`src/spq_pkg.sv`:
```
// Shared types and constants of the sorted priority queue.
// Used by spq_cfg, spq_ctrl, spq_datapath and sorted_priority_queue.
package spq_pkg;

  // Default sizes, handed to the top level parameters.
  localparam int unsigned DEPTH_DEF         = 16;
  localparam int unsigned ELEMENT_BITS_DEF  = 16;
  localparam int unsigned PRIORITY_BITS_DEF = 16;

  localparam int unsigned CMD_W    = 2;
  localparam int unsigned CAP_W    = 5;
  localparam int unsigned MASK_W   = 16;
  localparam int unsigned STATUS_W = 2;
  localparam int unsigned APB_AW   = 4;
  localparam int unsigned APB_DW   = 32;

  typedef enum logic [CMD_W-1:0] {
    CMD_STATUS  = 2'd0,
    CMD_ENQUEUE = 2'd1,
    CMD_DEQUEUE = 2'd2,
    CMD_QUERY   = 2'd3
  } cmd_e;

  typedef enum logic [STATUS_W-1:0] {
    ST_OK         = 2'd0,
    ST_ENQ_FULL   = 2'd1,
    ST_DEQ_EMPTY  = 2'd2
  } status_e;

  typedef enum logic [1:0] {
    REG_CAPACITY_LIMIT = 2'd0,
    REG_SMALLER_FIRST  = 2'd1,
    REG_MATCH_MASK     = 2'd2
  } reg_idx_e;

  localparam logic [CAP_W-1:0]  CAPACITY_RST = 5'd16;
  localparam logic              SMALLER_RST  = 1'b0;
  localparam logic [MASK_W-1:0] MASK_RST     = 16'hFFFF;

  typedef enum logic [1:0] {
    FSM_IDLE,
    FSM_EXEC,
    FSM_RESP
  } fsm_state_e;

  typedef struct packed {
    logic [CAP_W-1:0]  capacity_limit;
    logic              smaller_first;
    logic [MASK_W-1:0] match_mask;
  } cfg_t;

  typedef struct packed {
    logic load;   // capture the input beat
    logic exec;   // apply the command and build the result
  } ctrl_t;

endpackage

```
`src/spq_cfg.sv`:
```
// APB-style register file: capacity_limit, smaller_first, match_mask.
// Depends on spq_pkg.
module spq_cfg (
  input  logic                         clk_i,
  input  logic                         rst_ni,
  input  logic                         psel,
  input  logic                         penable,
  input  logic                         pwrite,
  input  logic [spq_pkg::APB_AW-1:0]   paddr,
  input  logic [spq_pkg::APB_DW-1:0]   pwdata,
  output logic [spq_pkg::APB_DW-1:0]   prdata,
  output logic                         pready,
  output spq_pkg::cfg_t                cfg_o
);
  import spq_pkg::*;

  logic [CAP_W-1:0]  capacity_q;
  logic              smaller_q;
  logic [MASK_W-1:0] mask_q;
  logic              wr_en;
  reg_idx_e          idx;

  assign pready = 1'b1;
  assign wr_en  = psel && penable && pwrite && pready;
  assign idx    = reg_idx_e'(paddr[APB_AW-1:2]);

  always_ff @(posedge clk_i or negedge rst_ni) begin
    if (!rst_ni) begin
      capacity_q <= CAPACITY_RST;
      smaller_q  <= SMALLER_RST;
      mask_q     <= MASK_RST;
    end else if (wr_en) begin
      case (idx)
        REG_CAPACITY_LIMIT: capacity_q <= pwdata[CAP_W-1:0];
        REG_SMALLER_FIRST:  smaller_q  <= pwdata[0];
        REG_MATCH_MASK:     mask_q     <= pwdata[MASK_W-1:0];
        default: ;
      endcase
    end
  end

  always_comb begin
    prdata = '0;
    case (idx)
      REG_CAPACITY_LIMIT: prdata = APB_DW'(capacity_q);
      REG_SMALLER_FIRST:  prdata = APB_DW'(smaller_q);
      REG_MATCH_MASK:     prdata = APB_DW'(mask_q);
      default:            prdata = '0;
    endcase
  end

  assign cfg_o.capacity_limit = capacity_q;
  assign cfg_o.smaller_first  = smaller_q;
  assign cfg_o.match_mask     = mask_q;

endmodule

```
`src/spq_ctrl.sv`:
```
// Controller of the queue: accept, execute, respond sequence.
// Depends on spq_pkg.
module spq_ctrl (
  input  logic           clk_i,
  input  logic           rst_ni,
  input  logic           in_valid_i,
  output logic           in_ready_o,
  output logic           out_valid_o,
  input  logic           out_ready_i,
  output spq_pkg::ctrl_t ctrl_o
);
  import spq_pkg::*;

  fsm_state_e state_q, state_d;

  always_ff @(posedge clk_i or negedge rst_ni) begin
    if (!rst_ni) begin
      state_q <= FSM_IDLE;
    end else begin
      state_q <= state_d;
    end
  end

  always_comb begin
    state_d = state_q;
    case (state_q)
      FSM_IDLE: if (in_valid_i) state_d = FSM_EXEC;
      FSM_EXEC: state_d = FSM_RESP;
      FSM_RESP: if (out_ready_i) state_d = FSM_IDLE;
      default:  state_d = FSM_IDLE;
    endcase
  end

  always_comb begin
    in_ready_o  = 1'b0;
    out_valid_o = 1'b0;
    ctrl_o      = '0;
    case (state_q)
      FSM_IDLE: begin
        in_ready_o  = 1'b1;
        ctrl_o.load = in_valid_i;
      end
      FSM_EXEC: ctrl_o.exec = 1'b1;
      FSM_RESP: out_valid_o = 1'b1;
      default: ;
    endcase
  end

endmodule

```
`src/spq_datapath.sv`:
```
// Sorted cell array with per-cell compare and shift, plus result register.
// Depends on spq_pkg; driven by spq_ctrl.
module spq_datapath #(
  parameter int unsigned DEPTH         = spq_pkg::DEPTH_DEF,
  parameter int unsigned ELEMENT_BITS  = spq_pkg::ELEMENT_BITS_DEF,
  parameter int unsigned PRIORITY_BITS = spq_pkg::PRIORITY_BITS_DEF,
  parameter int unsigned CNT_W         = $clog2(DEPTH + 1),
  parameter int unsigned RES_W         = 2 * ELEMENT_BITS + PRIORITY_BITS + CNT_W + 5
) (
  input  logic                            clk_i,
  input  logic                            rst_ni,
  input  spq_pkg::ctrl_t                  ctrl_i,
  input  spq_pkg::cfg_t                   cfg_i,
  input  logic [spq_pkg::CMD_W-1:0]       cmd_i,
  input  logic [ELEMENT_BITS-1:0]         elem_i,
  input  logic [PRIORITY_BITS-1:0]        prio_i,
  output logic [RES_W-1:0]                res_o
);
  import spq_pkg::*;

  localparam int unsigned CMP_W  = (CNT_W > CAP_W) ? CNT_W : CAP_W;
  localparam int unsigned MW     = (ELEMENT_BITS > MASK_W) ? ELEMENT_BITS : MASK_W;

  cmd_e                     cmd_q;
  logic [ELEMENT_BITS-1:0]  elem_in_q;
  logic [PRIORITY_BITS-1:0] prio_in_q;

  logic [ELEMENT_BITS-1:0]  elem_q [DEPTH];
  logic [ELEMENT_BITS-1:0]  elem_d [DEPTH];
  logic [PRIORITY_BITS-1:0] prio_q [DEPTH];
  logic [PRIORITY_BITS-1:0] prio_d [DEPTH];
  logic [CNT_W-1:0]         count_q, count_d;
  logic [RES_W-1:0]         res_q, res_d;

  logic [CMP_W-1:0]         cap_ext, cap_eff, cnt_ext, cnt_next_ext;
  logic [MW-1:0]            mask_wide;
  logic [ELEMENT_BITS-1:0]  eff_mask;
  logic [DEPTH-1:0]         valid, ahead, match;
  logic [DEPTH:0]           ahead_ext;
  logic                     ahead_run;
  logic                     full, empty, enq_ok, deq_ok, found;
  status_e                  status;
  logic [ELEMENT_BITS-1:0]  dequeued, head_elem;
  logic [PRIORITY_BITS-1:0] head_prio;

  // capture the input beat
  always_ff @(posedge clk_i) begin
    if (ctrl_i.load) begin
      cmd_q     <= cmd_e'(cmd_i);
      elem_in_q <= elem_i;
      prio_in_q <= prio_i;
    end
  end

  assign cap_ext   = CMP_W'(cfg_i.capacity_limit);
  assign cap_eff   = (cap_ext < CMP_W'(DEPTH)) ? cap_ext : CMP_W'(DEPTH);
  assign cnt_ext   = CMP_W'(count_q);
  assign full      = cnt_ext >= cap_eff;
  assign empty     = (count_q == '0);
  assign mask_wide = MW'(cfg_i.match_mask);
  assign eff_mask  = mask_wide[ELEMENT_BITS-1:0];

  // per-cell compares; a cell stays ahead only while every cell before it does
  always_comb begin
    ahead_run = 1'b1;
    for (int i = 0; i < DEPTH; i++) begin
      valid[i] = CNT_W'(i) < count_q;
      ahead_run = ahead_run && valid[i] &&
                  (cfg_i.smaller_first ? (prio_q[i] <= prio_in_q)
                                       : (prio_q[i] >= prio_in_q));
      ahead[i] = ahead_run;
      match[i] = valid[i] && (((elem_q[i] ^ elem_in_q) & eff_mask) == '0);
    end
  end

  assign ahead_ext = {ahead, 1'b1};
  assign enq_ok    = ctrl_i.exec && (cmd_q == CMD_ENQUEUE) && !full;
  assign deq_ok    = ctrl_i.exec && (cmd_q == CMD_DEQUEUE) && !empty;

  // next cell contents: hold, insert, shift back or shift forward
  always_comb begin
    for (int i = 0; i < DEPTH; i++) begin
      elem_d[i] = elem_q[i];
      prio_d[i] = prio_q[i];
      if (enq_ok && !ahead[i]) begin
        if (ahead_ext[i]) begin
          elem_d[i] = elem_in_q;
          prio_d[i] = prio_in_q;
        end else if (i > 0) begin
          elem_d[i] = elem_q[(i > 0) ? i - 1 : 0];
          prio_d[i] = prio_q[(i > 0) ? i - 1 : 0];
        end
      end else if (deq_ok && (i < DEPTH - 1)) begin
        elem_d[i] = elem_q[(i < DEPTH - 1) ? i + 1 : i];
        prio_d[i] = prio_q[(i < DEPTH - 1) ? i + 1 : i];
      end
    end
  end

  always_comb begin
    count_d = count_q;
    if (enq_ok) begin
      count_d = count_q + CNT_W'(1);
    end else if (deq_ok) begin
      count_d = count_q - CNT_W'(1);
    end
  end

  // result fields, taken from the state after this command
  always_comb begin
    status = ST_OK;
    case (cmd_q)
      CMD_ENQUEUE: if (full)  status = ST_ENQ_FULL;
      CMD_DEQUEUE: if (empty) status = ST_DEQ_EMPTY;
      default:     status = ST_OK;
    endcase
    found        = (cmd_q == CMD_QUERY) && (|match);
    dequeued     = deq_ok ? elem_q[0] : '0;
    head_elem    = (count_d != '0) ? elem_d[0] : '0;
    head_prio    = (count_d != '0) ? prio_d[0] : '0;
    cnt_next_ext = CMP_W'(count_d);
    res_d = {status, found, (cnt_next_ext >= cap_eff), (count_d == '0),
             count_d, head_prio, head_elem, dequeued};
  end

  always_ff @(posedge clk_i or negedge rst_ni) begin
    if (!rst_ni) begin
      count_q <= '0;
    end else begin
      count_q <= count_d;
    end
  end

  always_ff @(posedge clk_i) begin
    for (int i = 0; i < DEPTH; i++) begin
      elem_q[i] <= elem_d[i];
      prio_q[i] <= prio_d[i];
    end
    if (ctrl_i.exec) begin
      res_q <= res_d;
    end
  end

  assign res_o = res_q;

endmodule

```
`src/sorted_priority_queue.sv`:
```
// Top level of the sorted priority queue: registers, controller, datapath.
// Depends on spq_pkg, spq_cfg, spq_ctrl and spq_datapath.
// Usage
//   Commands arrive as beats on the s_axis channel (status, enqueue,
//   dequeue, membership query). Every command beat yields exactly one
//   result beat on m_axis with the dequeued element, the head entry, the
//   entry count, the empty and full flags, the query hit and a status code.
//   Entries are kept sorted in a row of cells; an enqueue lands behind all
//   entries of higher or equal priority, so ties leave in arrival order.
// Timing
//   One command at a time: accept cycle, execute cycle, then the result
//   beat is offered from the cycle after and held until the receiver takes
//   it; the controller's accept, execute, respond sequence sets this order.
//   The cell array does the search and shift of one command in the execute
//   state.
// Stall and reset
//   While m_axis_tready is low the result holds and s_axis_tready stays
//   low. Reset empties the queue, loads the register defaults (capacity 16,
//   larger value first, full match mask) and idles the controller.
// Registers (APB): 0x0 capacity_limit, 0x4 smaller_first, 0x8 match_mask; write when idle.
module sorted_priority_queue #(
  parameter int unsigned DEPTH         = spq_pkg::DEPTH_DEF,
  parameter int unsigned ELEMENT_BITS  = spq_pkg::ELEMENT_BITS_DEF,
  parameter int unsigned PRIORITY_BITS = spq_pkg::PRIORITY_BITS_DEF,
  parameter int unsigned CNT_W         = $clog2(DEPTH + 1),
  parameter int unsigned IN_W  = ((spq_pkg::CMD_W + ELEMENT_BITS + PRIORITY_BITS + 7) / 8) * 8,
  parameter int unsigned RES_W = 2 * ELEMENT_BITS + PRIORITY_BITS + CNT_W + 5,
  parameter int unsigned OUT_W = ((RES_W + 7) / 8) * 8
) (
  input  logic                        clk_i,
  input  logic                        rst_ni,
  // s_axis_tdata, low bit up: command, element_in, priority_in, zero pad
  input  logic                        s_axis_tvalid,
  output logic                        s_axis_tready,
  input  logic [IN_W-1:0]             s_axis_tdata,
  // m_axis_tdata, low bit up: dequeued_element, head_element,
  // head_priority, entry_count, is_empty, is_full, found, status, zero pad
  output logic                        m_axis_tvalid,
  input  logic                        m_axis_tready,
  output logic [OUT_W-1:0]            m_axis_tdata,
  input  logic                        psel,
  input  logic                        penable,
  input  logic                        pwrite,
  input  logic [spq_pkg::APB_AW-1:0]  paddr,
  input  logic [spq_pkg::APB_DW-1:0]  pwdata,
  output logic [spq_pkg::APB_DW-1:0]  prdata,
  output logic                        pready
);
  import spq_pkg::*;

  localparam int unsigned ELEM_LO = CMD_W;
  localparam int unsigned PRIO_LO = CMD_W + ELEMENT_BITS;

  cfg_t             cfg;
  ctrl_t            ctrl;
  logic [RES_W-1:0] res;

  spq_cfg u_cfg (
    .clk_i   (clk_i),
    .rst_ni  (rst_ni),
    .psel    (psel),
    .penable (penable),
    .pwrite  (pwrite),
    .paddr   (paddr),
    .pwdata  (pwdata),
    .prdata  (prdata),
    .pready  (pready),
    .cfg_o   (cfg)
  );

  // sequence accept, execute and respond
  spq_ctrl u_ctrl (
    .clk_i       (clk_i),
    .rst_ni      (rst_ni),
    .in_valid_i  (s_axis_tvalid),
    .in_ready_o  (s_axis_tready),
    .out_valid_o (m_axis_tvalid),
    .out_ready_i (m_axis_tready),
    .ctrl_o      (ctrl)
  );

  spq_datapath #(
    .DEPTH         (DEPTH),
    .ELEMENT_BITS  (ELEMENT_BITS),
    .PRIORITY_BITS (PRIORITY_BITS),
    .CNT_W         (CNT_W),
    .RES_W         (RES_W)
  ) u_datapath (
    .clk_i  (clk_i),
    .rst_ni (rst_ni),
    .ctrl_i (ctrl),
    .cfg_i  (cfg),
    .cmd_i  (s_axis_tdata[CMD_W-1:0]),
    .elem_i (s_axis_tdata[PRIO_LO-1:ELEM_LO]),
    .prio_i (s_axis_tdata[PRIO_LO+PRIORITY_BITS-1:PRIO_LO]),
    .res_o  (res)
  );

  // pad the result to whole bytes
  assign m_axis_tdata = OUT_W'(res);

endmodule
```
`config.mk`:
```
export PLATFORM = sky130hd
export DESIGN_NAME = sorted_priority_queue
export DESIGN_NICKNAME = d
export VERILOG_FILES = /design/src/spq_pkg.sv /design/src/spq_cfg.sv /design/src/spq_ctrl.sv /design/src/spq_datapath.sv /design/src/sorted_priority_queue.sv
export SDC_FILE = /design/constraint.sdc
export NUM_CORES = 2
export LEC_CHECK = 0
export ABC_AREA = 1
export BUFFER_PORTS_ARGS = -buffer_cell sky130_fd_sc_hd__buf_2
export CAP_MARGIN = 20
export CORE_ASPECT_RATIO = 0.75
export CORE_MARGIN = 5
export CORE_UTILIZATION = 35
export CTS_CLUSTER_SIZE = 14
export DETAILED_ROUTE_END_ITERATION = 10
export PLACE_DENSITY_LB_ADDON = 0.12
export SLEW_MARGIN = 0
export SYNTH_ARGS = -nofsm -noshare
export SYNTH_HDL_FRONTEND = slang
export SYNTH_HIERARCHICAL = 1
export SYNTH_SLANG_ARGS = --single-unit
```
`constraint.sdc`:
```
create_clock -name clk_i -period 7 [get_ports clk_i]
set_clock_uncertainty 0.15 [all_clocks]
set_input_delay 1.05 -clock clk_i [delete_from_list [all_inputs] [get_ports clk_i]]
set_output_delay 1.05 -clock clk_i [all_outputs]
set_load 0.01 [all_outputs]
```
==> flow_metrics.py <==
metrics = {
    "status": {
        "outcome": "completed",
    },
    "floorplan": {
        "initial_core_util": 0.353,
        "die_y_um": 306,
        "die_area_mm2": 0.124,
        "rows": 108,
        "io_pins": 182,
        "die_w_um": 404,
        "core_area_mm2": 0.116,
    },
    "final_layout": {
        "drive_gt1_frac": 0.0878,
        "fin_util": 0.394,
        "fillers": 11800,
        "nNetsFinal": 5393,
        "design_area_mm2": 0.0456,
        "areaGrowthSynthToFinish_pct": 11.6,
    },
    "clock_tree": {
        "cts_tree": "built",
        "cts_buffers": 75,
        "clk_latency_ns": 0.65,
        "postCtsSetupBuffers": 0,
        "cts_resized": 0,
        "cts.sinks": 633,
        "clock_path_buffers": 3,
        "ctsHoldBuffers": 0,
        "htree_levels": 3,
        "cts-root-buf": "clkbuf_16",
        "path_clk_slew_ns": 0.06,
    },
    "power_and_ir_drop": {
        "finalPower_mw": 15.3,
        "max-vdd-ir-drop_mv": 0.208,
        "powerDensity_mw_per_mm2": 335,
        "p_leak_nw": 18.8,
        "power_frac_seq": 0.384,
        "internal_power_mw": 9.17,
        "p_comb_frac": 0.356,
        "clkPwrFrac": 0.259,
        "p_switching_mw": 6.11,
        "swShare": 0.400,
    },
    "route": {
        "ant_nets": 0,
        "vias": 34600,
        "routed_wl_um": 132000,
        "drt_iter0_markers": 3471,
        "firstDrtPassIters": 5,
        "wl_per_cell_um": 19.9,
        "drc": 0,
        "drt-vias-per-instance": 5.22,
    },
    "sta": {
        "max_freq_mhz": 158,
        "relSlewSlack": 0.248,
        "final-setup-viol-count": 0,
        "period_share": 0.907,
        "worst_pin_slew_ns": 1.12,
        "slew_violations": 0,
        "layout_setup_ws_ns": 0.654,
        "hold_viol": 0,
        "period_needed_ns": 6.35,
        "rsz0062_at_grt": "no",
        "setup_tns_ns": 0,
    },
    "global_route": {
        "grt_pass1_vias": 31600,
        "grtUsageTotal": 0.208,
        "grt_start_max_net_pins": 67,
        "antenna_found_initial": 4,
        "overflow": 0,
        "grt_pass1_wl_um": 200000,
    },
    "placed_design": {
        "place_area_mm2": 0.0431,
        "io_buffers": 134,
        "gp_congestion": 0.835,
        "dp_hpwl_um": 102000,
        "pre_cts_slack_ns": 0.702,
    },
    "logic_synthesis": {
        "syn_avg_cell_area_um2": 8.12,
        "netlist_instances": 5033,
        "yosysWarnings": 6,
        "async_reset_ff_frac": 0.0458,
        "synth_common_cells": "nand2_1 (1,260), o21ai_0 (637), edfxtp_1 (572), inv_1 (401), nor2_1 (356)",
        "ys_seq_area_frac": 0.455,
        "ys.flop_type": "edfxtp_1",
        "synth_top_area_cell": "edfxtp_1",
        "syn_area_mm2": 0.0408,
        "synth_seq_cells": 633,
        "yosysMostFrequentCell": "nand2_1",
        "synth_cell_types": 55,
        "synth_area_leaders": "edfxtp_1 (42%), nand2_1 (12%), ha_1 (8.3%)",
        "synth_edf_count": 572,
        "synth_top_area_frac": 0.421,
    },
    "setup_path": {
        "critPathMaxFanout": 66,
        "cpMaxStageDelayCell": "edfxtp_1",
        "path_class": "reg2reg",
        "cp_data_required_time_ns": 7.23,
        "reg2reg_depth": 19,
        "critical_path.startpoint_type": "register",
        "cp-end-kind": "register",
        "crit_path_max_incr_delay_ns": 0.84,
        "cp.arrival_ns": 6.58,
        "crit_chain": "inv_1, ha_1, a21oi_1, o21ai_0, nand2_1, o211ai_1, nand2_1, nand3_1, o21ai_0, nor2_1, nand4_4, nor2_4, nand3_2, buf_4, nor2_1, nand3_2, nand2_2, buf_4, o21ai_1",
    },
    "worst_hold_path": {
        "hold_path.class": "in2async",
    },
    "job": {
        "drv_cap": 0,
    },
}
==> logic make-up after synthesis <==
| logic type | share of synthesized area |
|---|---|
| AOI/OAI and AO/OA | 0.198 |
| and+or+nand+nor | 0.185 |
| other | 0.000276 |
| xor gates and xnor gates | 0.00365 |
| buffers and inverters | 0.0751 |
| adders and majority gates | 0.0833 |
| DFF | 0.455 |
==> layout by cell type, fill, tap and decap left out, types with 5 or more instances in the layout <==
| cell type | netlist | final |
|---|---|---|
| xor2_1 | 8 | 8 |
| nor4_1 | 18 | 18 |
| inv_2 | 28 | 28 |
| o211ai_1 | 122 | 122 |
| nand2_2 | 1 | 5 |
| edfxtp_1 | 572 | 572 |
| o221ai_1 | 7 | 7 |
| clkbuf_1 | 271 | 16 |
| xnor2_1 | 9 | 9 |
| buf_4 | 24 | 109 |
| a21oi_1 | 344 | 344 |
| o21ai_4 | 0 | 5 |
| a211oi_1 | 11 | 11 |
| dfstp_2 | 17 | 17 |
| clkinv_2 | 0 | 11 |
| or2_2 | 5 | 5 |
| nor2_1 | 356 | 349 |
| inv_1 | 401 | 400 |
| conb_1 | 3 | 23 |
| diode_2 | 0 | 6 |
| dfxtp_1 | 32 | 32 |
| clkbuf_8 | 0 | 6 |
| buf_2 | 24 | 134 |
| nand3_1 | 100 | 95 |
| clkinv_1 | 10 | 18 |
| o21ai_1 | 103 | 103 |
| dfrtp_1 | 12 | 12 |
| nor2_4 | 6 | 13 |
| a31oi_1 | 207 | 207 |
| o21ai_0 | 637 | 632 |
| ha_1 | 272 | 272 |
| clkbuf_16 | 0 | 85 |
| o21a_1 | 10 | 10 |
| nand2_1 | 1260 | 1256 |
| nand4_1 | 76 | 76 |
| nor3_1 | 27 | 26 |
==> power groups by stage <==
stage               clock [mW]  combinational [mW]  sequential [mW]
global route              4.20                6.18             5.96
floorplan                    0                3.63             5.70
global placement             0                5.32             5.92
detailed placement           0                5.41             5.93
CTS                       4.06                5.44             5.86
finish                    3.96                5.45             5.87
==> per-layer routing <==
metal  vias up  GRT usage  wire [um]
met5         -          0          0
met4         0     0.0339       1700
met3       102     0.0354       9680
met2      1051      0.281      49500
met1     15900      0.345      70900
li1      17500          -          -
==> layout make-up <==
| type | instances | area [um^2] | share of cell area |
|---|---|---|---|
| well taps | 1540 | 1930 | 0.0423 |
| clock inverters | 24 | 150 | 0.00329 |
| multi-input cells | 3643 | 19500 | 0.427 |
| diodes | 6 | 15.0 | 0.000329 |
| repair buffers | 246 | 1560 | 0.0341 |
| clock buffers | 107 | 2270 | 0.0498 |
| inverters | 439 | 1650 | 0.0362 |
| flip-flops and latches | 633 | 18600 | 0.407 |
==> flip-flops by register name (all words and copies together) (netlist names), 2 cells and up <==
| register | count |
|---|---|
| u_datapath/cmd_q | 2 |
| u_cfg/capacity_q | 5 |
| u_datapath/res_o | 58 |
| u_ctrl/state_q | 2 |
| u_datapath/cnt_ext | 5 |
| u_datapath/elem_in_q | 16 |
| u_datapath/prio_q | 256 |
| u_datapath/prio_in_q | 16 |
| u_cfg/mask_q | 16 |
| u_datapath/elem_q | 256 |
==> worst max-delay path: cells and delay by family, from the launching register on <==
family	cells	cell delay (ns)
fa+ha+maj	1	0.54
simple gates	10	2.57
compound gates	5	0.55
flops	1	0.84
buf+inv	3	1.37
==> stage by stage <==
stage	cells	hold slack, ns
global placement	6497	0.315
finish	6638	0.303
floorplan	5053	0.298
detailed placement	6499	0.319
CTS	6630	0.280
global route	6632	0.326
==> path summary, 6_finish.rpt <==
path | startpoint | end | slack (ns)
min in group clk_i | u_cfg/mask_q[3] | u_cfg/mask_q[3] | 0.32
worst max register to register | u_datapath/prio_in_q[1] | u_datapath/elem_q[1][98] | 0.65
max in group asynchronous | rst_ni | u_datapath/cnt_ext[0] | 5.94
worst min-delay path | rst_ni | u_cfg/smaller_q | 0.30
worst min register to register | u_cfg/mask_q[3] | u_cfg/mask_q[3] | 0.32
worst max-delay path | u_datapath/prio_in_q[1] | u_datapath/elem_q[1][98] | 0.65
(Power assumes the default switching activity.)
